$ cat src/hw/rtl/tcgr_pkg.sv
// Shared types and constants of the text console glyph renderer.
`default_nettype none
package tcgr_pkg;

  // Fixed field widths.
  localparam int unsigned GLYPH_WIDTH  = 8;
  localparam int unsigned COLOUR_W     = 32;
  localparam int unsigned CODE_W       = 8;
  localparam int unsigned FONT_ADDR_W  = 12;
  localparam int unsigned FONT_DEPTH   = 4096;
  localparam int unsigned CURSOR_W     = 8;
  localparam int unsigned STRIDE_W     = 13;
  localparam int unsigned INDEX_W      = 24;
  localparam int unsigned ACTION_W     = 2;
  localparam int unsigned CFG_IDX_W    = 3;
  localparam int unsigned CFG_DATA_W   = 32;

  // Action codes.
  localparam logic [ACTION_W-1:0] ACT_CHAR = 2'd0;
  localparam logic [ACTION_W-1:0] ACT_FONT = 2'd1;
  localparam logic [ACTION_W-1:0] ACT_HOME = 2'd2;

  // Control characters.
  localparam logic [CODE_W-1:0] CHR_NUL = 8'h00;
  localparam logic [CODE_W-1:0] CHR_TAB = 8'h09;
  localparam logic [CODE_W-1:0] CHR_LF  = 8'h0A;

  // Configuration register indexes.
  localparam logic [CFG_IDX_W-1:0] REG_FG_COLOUR    = 3'd0;
  localparam logic [CFG_IDX_W-1:0] REG_BG_COLOUR    = 3'd1;
  localparam logic [CFG_IDX_W-1:0] REG_TEXT_COLUMNS = 3'd2;
  localparam logic [CFG_IDX_W-1:0] REG_TEXT_ROWS    = 3'd3;
  localparam logic [CFG_IDX_W-1:0] REG_LINE_STRIDE  = 3'd4;

  // Reset values of the configuration registers.
  localparam logic [COLOUR_W-1:0] FG_RESET     = 32'h00FF_FFFF;
  localparam logic [COLOUR_W-1:0] BG_RESET     = 32'h0000_0000;
  localparam logic [CURSOR_W-1:0] COLUMNS_RESET = 8'd80;
  localparam logic [CURSOR_W-1:0] ROWS_RESET    = 8'd30;
  localparam logic [STRIDE_W-1:0] STRIDE_RESET  = 13'd640;

  // Controller to datapath commands.
  typedef struct packed {
    logic accept;  // input beat taken this cycle
    logic setup;   // compute the first pixel index
    logic step;    // output beat taken, move to the next glyph row
  } dp_cmd_t;

  // Datapath to controller status.
  typedef struct packed {
    logic draw;    // the offered input beat draws a glyph
    logic last;    // current glyph row is the final one
  } dp_status_t;

endpackage
`default_nettype wire

$ cat src/hw/rtl/tcgr_ctrl.sv
// Sequencing state machine of the glyph renderer.
`default_nettype none
module tcgr_ctrl (
  input  wire logic                clk,
  input  wire logic                rst,
  input  wire logic                in_valid,
  output logic                     in_ready,
  output logic                     out_valid,
  input  wire logic                out_ready,
  input  wire tcgr_pkg::dp_status_t status,
  output tcgr_pkg::dp_cmd_t        cmd
);
  import tcgr_pkg::*;

  localparam logic [1:0] ST_IDLE  = 2'd0;
  localparam logic [1:0] ST_SETUP = 2'd1;
  localparam logic [1:0] ST_EMIT  = 2'd2;

  logic [1:0] state;
  logic [1:0] state_next;

  assign in_ready   = (state == ST_IDLE);
  assign out_valid  = (state == ST_EMIT);
  assign cmd.accept = in_valid && in_ready;
  assign cmd.setup  = (state == ST_SETUP);
  assign cmd.step   = out_valid && out_ready;

  // Next state: a drawing beat runs setup, then one output beat per glyph row.
  always_comb begin
    state_next = state;
    unique case (state)
      ST_IDLE: begin
        if (cmd.accept && status.draw) begin
          state_next = ST_SETUP;
        end
      end
      ST_SETUP: begin
        state_next = ST_EMIT;
      end
      ST_EMIT: begin
        if (cmd.step && status.last) begin
          state_next = ST_IDLE;
        end
      end
      default: begin
        state_next = ST_IDLE;
      end
    endcase
  end

  always_ff @(posedge clk) begin
    if (rst) begin
      state <= ST_IDLE;
    end else begin
      state <= state_next;
    end
  end

endmodule
`default_nettype wire

$ cat config.mk
export PLATFORM = sky130hd
export DESIGN_NAME = tcgr_ctrl
export DESIGN_NICKNAME = d
export VERILOG_FILES = /design/src/hw/rtl/tcgr_pkg.sv /design/src/hw/rtl/tcgr_ctrl.sv
export SDC_FILE = /design/constraint.sdc
export NUM_CORES = 1
export LEC_CHECK = 0
export BUFFER_PORTS_ARGS = -buffer_cell sky130_fd_sc_hd__buf_4
export CAP_MARGIN = 20
export CORE_AREA = 2 2 39 41
export CTS_BUF_LIST = sky130_fd_sc_hd__clkbuf_4
export CTS_CLUSTER_SIZE = 16
export DETAILED_ROUTE_END_ITERATION = 10
export DIE_AREA = 0 0 41 43
export SYNTH_ARGS = -nofsm -noshare
export SYNTH_HDL_FRONTEND = slang
export SYNTH_SLANG_ARGS = --single-unit
$ cat constraint.sdc
create_clock -name clk -period 1.9 [get_ports clk]
set_clock_uncertainty 0.2 [all_clocks]
set_input_delay 0.19 -clock clk [delete_from_list [all_inputs] [get_ports clk]]
set_output_delay 0.19 -clock clk [all_outputs]
set_load 0.005 [all_outputs]
==> results by group, run 1 <==
Status
  • Status: finished, final reports clean

Worst setup path
  • Arr. time, crit path: 1.04 ns
  • Crit path required time: 1.51 ns
  • CP Max Fanout: 3
  • Critical path class: flop to output pin
  • CP peak stage delay: 0.33 ns
  • Element type at the critical path start: flop
  • CP max-delay cell: dfxtp_1
  • Buf+Inv Stages, Crit Path: 1
  • CP endpoint kind: output pin
  • Top cell family by delay on the critical path: simple AND/OR/NAND/NOR gates
  • CP Cell Sequence: and2b_1 -> and2_1 -> buf_4

Layout
  • Antenna cell count: 0
  • Largest register by flop count: state
  • Synthesis-to-layout area growth: 136.0%
  • Multi-input logic area: 53.80 um2
  • Commonest non-fill, non-tap cell in the layout: buf_4
  • Finished Cell Area: 221.5 um2
  • Fraction of layout cells with a size suffix above 1: 56.00%
  • Register area: 40.04 um2
  • Final nets: 33
  • Most frequent cells in the layout: 10 x buf_4, 3 x clkbuf_4, 2 x and2_1, 2 x dfxtp_1
  • Max reg flops: 2
  • FILL cells: 155
  • Biggest regs: state x2
  • Cell Count, Final, Fillers Out: ~40

STA
  • Setup TNS: 0 ns
  • RSZ-0062 raised after global routing: false
  • Fmax: 0.6970 GHz
  • Max-slew violation count: 0
  • Final Hold Vio Count: 0
  • Measured slew at the worst slew-check pin: 0.1347 ns
  • Final period util: 75.51%
  • Setup ws final: 0.4653 ns
  • Slew headroom: 91.00%
  • Minimum clock period: 1.435 ns
  • # setup viols final: 0

Drt
  • DR WL/cell: 6.683 um
  • Iter 0 DRT Violations: 0
  • Final WL: around 270 um
  • Post-DR vias/cell: between 2 and 3
  • Drt drc: 0
  • Antenna viol nets, final: 0
  • Via Count: 120
  • Pre-Repair DR Iteration Count: 1

GRT
  • First-pass GRT wire length: 420 um
  • Vias in the first global route: 111
  • Total global-route track usage: under 10%
  • GRT overflow: 0
  • Largest net degree at the start of global routing: 4
  • Initial antenna violation count: 0

Power
  • PwrDens: between 700 and 800 mW/mm2
  • Power, Total: 165.4 uW
  • Max VDD drop: 161.4 uV
  • Leak: 0.1129 nW

Clock network
  • Root Driver: clkbuf_4
  • Later-pin clock latency in the skew report: about 0.22 ns
  • Clock buffer depth: 2
  • Num CTS Buffers: 3
  • CTS tree: yes
  • H-tree depth: 1
  • Clk slew on worst S/H paths: 0.03 ns
  • Clk sink count: 2

Logic synthesis
  • #FFs+latches synth: 2
  • Synthesized instance count: 11
  • Mean post-synth cell area: 8.531 um2
  • Mapped Area: 93.84 um2
  • Net Count, Synth: 17
  • Synth unique cells: 9
  • Yosys Warn Count: 0
  • Sequential fraction of the synthesis area: 42.67%

Run
  • Max cap viols: 0

Placed design
  • Placed Area: between 150 and 200 um2
  • Routability cong.: 0.5397
  • Pre-CTS setup slack: 0.6922 ns
  • PortBufs: 10
  • Dpl cells: 37

Floorplan
  • Total Die Area: 0.001763 mm2
  • Ports: 11
  • FP Rows: 14
  • Initial core utilization: 6.781%
  • Die H: 43 um
  • Die X: 41 um
  • Core Box Area: 0.001384 mm2

Min path
  • Hold Path Class: input port to flop
[timing repair]
action                                  CTS  global route
buffers inserted                          0             0
hold buffers                              1             0
resized for setup                         0             0
hold endpoints to repair                  1             0
endpoints found under the setup margin    0             0
[final cells by class]
type | instances | area share (%)
Multi-Input combinational cell | 9 | 24.29
Clock buffer | 3 | 10.17
Tap cell | 16 | 9.040
Timing Repair Buffer | 11 | 38.42
Sequential cell | 2 | 18.08
[power breakdown]
part           total, mW  internal, mW  switching [mW]
Sequential        0.0456        0.0442         0.00134
Combinational     0.0266        0.0184         0.00825
Clock             0.0931        0.0696          0.0235
Total              0.165         0.132          0.0331
[stage by stage]
stage | hold slack [ns] | util [%]
floorplan | 0.06238 | -
finish | 0.02224 | 16.00
global placement | 0.1566 | 13.65
detailed placement | 0.1649 | 13.65
global route | 0.03581 | 16.00
CTS | 0.008727 | 16.00
[layer usage]
layer | GRT usage, % | wire, um | vias to the layer above | part of all wire, %
met5 | 0 | 0 | - | 0
met4 | 6.000 | 6 | 0 | 2.2
met3 | 6.283 | 67 | 2 | 24
met2 | 3.750 | 64 | 11 | 23
met1 | 4.140 | 135 | 41 | 49
li1 | - | - | 66 | -
[worst reg2reg max path, cell delays in order (launching register included)]
cell,delay (ns)
dfxtp_1,0.33
and2b_1,0.21
a21oi_1,0.14
nor2_1,0.05
[cells in the mapped netlist]
| cell | instances | area share (%) |
|---|---|---|
| a21oi_1 | 1 | 5.3 |
| and2_1 | 2 | 13 |
| and2b_1 | 1 | 8.0 |
| and3b_1 | 1 | 9.3 |
| dfxtp_1 | 2 | 43 |
| nand2_1 | 1 | 4.0 |
| nor2_1 | 1 | 4.0 |
| nor2_2 | 1 | 6.7 |
| nor2b_1 | 1 | 6.7 |
[logic make-up (layout without fill, tap and decap cells)]
group / count (synthesis) / in the layout / share of synthesized area, %
AND/OR/NAND/NOR: 8 / 8 / 52.00
flip-flops: 2 / 2 / 42.67
AO/OA/AOI/OAI: 1 / 1 / 5.328
buffers and inverters: 0 / 14 / 0
[final timing paths]
| kind | startpoint | end | slack [ns] | cells after the start |
|---|---|---|---|---|
| hold / removal | status[1] | state[0] | 0.02 | 2 |
| setup / recovery | state[0] | cmd[0] | 0.47 | 3 |
| hold reg to reg | state[1] | state[1] | 0.43 | 3 |
| setup reg to reg | state[0] | state[1] | 0.86 | 3 |
Note: power is estimated with default switching activity, not from simulation.
==> run 2: changes to the inputs <==
Clock period 1.9 ns to 1.3 ns, I/O delays scaled along.
==> run 2 against run 1 <==
  * The flow now finishes with violations (setup timing)
  * Sequential power rose by 47%
  * Via count grew 9.2%
  * Sequential share of layout area decreased by 1.6 points
  * Total power rose by 50%
==> results by group, run 2 (synthesized netlist as in run 1, its figures left out) <==
Status
  • Violated checks: setup timing
  • Status: complete, but fails checks

Drt
  • Drt drc: 0 (unchanged)
  • Antenna viol nets, final: 0 (unchanged)
  • Via Count: 131 (+9.2%)
  • Final WL: 306 um (+12%)
  • DR WL/cell: 7.116 um (+6.5%)
  • Pre-Repair DR Iteration Count: 1 (unchanged)
  • Post-DR vias/cell: 3.047 (+4.1%)
  • Iter 0 DRT Violations: 0 (unchanged)

Layout
  • Max reg flops: 2 (unchanged)
  • FILL cells: 156 (+0.65%)
  • Commonest non-fill, non-tap cell in the layout: buf_4
  • Final nets: 35 (+6.1%)
  • Fraction of layout cells with a size suffix above 1: 62.96% (+7.0 points)
  • Biggest regs: state x2
  • Synthesis-to-layout area growth: 166.7%
  • Antenna cell count: 0 (unchanged)
  • Most frequent cells in the layout: 9 x buf_4, 3 x clkbuf_4, 2 x dlygate4sd3_1, 2 x buf_6
  • Finished Cell Area: 250.2 um2 (+13%)
  • Cell Count, Final, Fillers Out: 43 (+4.9%)
  • Largest register by flop count: state

Worst setup path
  • Top cell family by delay on the critical path: flip-flops
  • Arr. time, crit path: 0.98 ns (-0.06 ns)
  • Buf+Inv Stages, Crit Path: 2 (+1)
  • Element type at the critical path start: flop
  • Crit path required time: 0.97 ns (-0.54 ns)
  • CP endpoint kind: output pin
  • CP max-delay cell: dfxtp_2
  • CP peak stage delay: 0.32 ns (about the same)
  • CP Max Fanout: 3 (unchanged)
  • CP Cell Sequence: and2b_1 -> buf_4 -> buf_6
  • Critical path class: flop to output pin

Power
  • PwrDens: 993.7 mW/mm2 (+33%)
  • Max VDD drop: 256.2 uV (+59%)
  • Leak: 0.1258 nW (+11%)
  • Power, Total: 248.7 uW (+50%)

GRT
  • Initial antenna violation count: 0 (unchanged)
  • Vias in the first global route: 113 (+1.8%)
  • GRT overflow: 0 (unchanged)
  • Total global-route track usage: 4.605% (unchanged)
  • First-pass GRT wire length: 420 um (unchanged)
  • Largest net degree at the start of global routing: 4 (unchanged)

Floorplan
  • FP Rows: 14 (unchanged)
  • Die H: 43 um (unchanged)
  • Total Die Area: 0.001763 mm2 (unchanged)
  • Initial core utilization: 6.781% (unchanged)
  • Core Box Area: 0.001384 mm2 (unchanged)
  • Ports: 11 (unchanged)
  • Die X: 41 um (unchanged)

Placed design
  • Dpl cells: 37 (unchanged)
  • Routability cong.: 0.5397 (unchanged)
  • Placed Area: 188.9 um2 (unchanged)
  • PortBufs: 10 (unchanged)

Run
  • Max cap viols: 0 (unchanged)

Clock network
  • CTS tree: yes
  • Clock buffer depth: 2 (unchanged)
  • Later-pin clock latency in the skew report: 0.22 ns (about the same)
  • Clk sink count: 2 (unchanged)
  • Root Driver: clkbuf_4
  • Num CTS Buffers: 3 (unchanged)
  • H-tree depth: 1 (unchanged)
  • Clk slew on worst S/H paths: 0.03 ns (about the same)

STA
  • Setup ws final: -0.007710 ns (-0.4730 ns)
  • Fmax: 0.7647 GHz
  • Minimum clock period: 1.308 ns
  • # setup viols final: 2 (+2)
  • RSZ-0062 raised after global routing: true
  • Slew headroom: 90.97% (about the same)
  • Fin Hold WS: 0.03586 ns (+0.01362 ns)
  • Final period util: 100.6%
  • Max-slew violation count: 0 (unchanged)
  • Final Hold Vio Count: 0 (unchanged)
  • Measured slew at the worst slew-check pin: 0.1352 ns (+0.0005068 ns)

Min path
  • Hold Path Class: input port to flop
-- run 2: changes by cell type in the layout (fill, tap and decap cells not counted) --
cell,before,now
dfxtp_1,2,1
buf_6,0,2
buf_4,10,9
dfxtp_2,0,1
and2_4,0,1
dlygate4sd3_1,1,2
and2_1,2,1
-- run 2: stage by stage --
step           utilization [%]  setup TNS (ns)  setup WS, ns
6_report                 18.08        -0.01496     -0.007710
5_1_grt                  18.08         -0.1184      -0.06081
4_1_cts                  17.63        -0.03718      -0.03158
3_5_place_dp             13.65               0        0.1522
3_3_place_gp             13.65               0        0.1665
2_1_floorplan                -               0        0.2776
-- run 2: metal layers --
metal / share of wire, % / track usage (%) / up-vias
li1: - / - / 70
met1: 47 / 4.140 / 48
met2: 30 / 3.750 / 11
met3: 21 / 6.283 / 2
met4: 2.0 / 6.000 / 0
met5: 0 / 0 / -
-- run 2: timing repair --
item                       in CTS  in global routing
pin swaps                       1                  0
setup endpoints to repair       1                  2
buffers inserted                1                  0
gates resized for setup         2                  2
hold buffers                    2                  0
hold endpoints to repair        2                  0
-- run 2: layout make-up --
class,count,area (um2),area share (%)
Clock buffer,3,22.52,9.000
Multi-Input combinational cell,9,56.30,22.50
Sequential cell,2,41.29,16.50
Tap cell,16,20.02,8.000
Timing Repair Buffer,13,110.1,44.00
-- run 2: worst register-to-register path, delay by kind of cell (launching register included) --
| kind | cells | cell delay (ns) |
|---|---|---|
| buffers and inverters | 1 | 0.14 |
| and+or+nand+nor | 2 | 0.24 |
| AOI/OAI and AO/OA | 1 | 0.13 |
| DFF | 1 | 0.32 |
-- run 2: power breakdown --
group / total, mW / internal, mW / switching [mW]
logic: 0.0457 / 0.0321 / 0.0136
clock network: 0.136 / 0.102 / 0.0343
registers: 0.0669 / 0.0649 / 0.00197
-- run 2: path summary, 6_finish.rpt --
| kind | startpoint | to | depth (start not counted) | slack [ns] |
|---|---|---|---|---|
| hold reg to reg | state[1] | state[1] | 3 | 0.43 |
| setup / recovery | state[0] | out_valid | 3 | -0.008 |
| setup reg to reg | state[0] | state[1] | 4 | 0.16 |
| hold / removal | status[0] | state[1] | 4 | 0.04 |
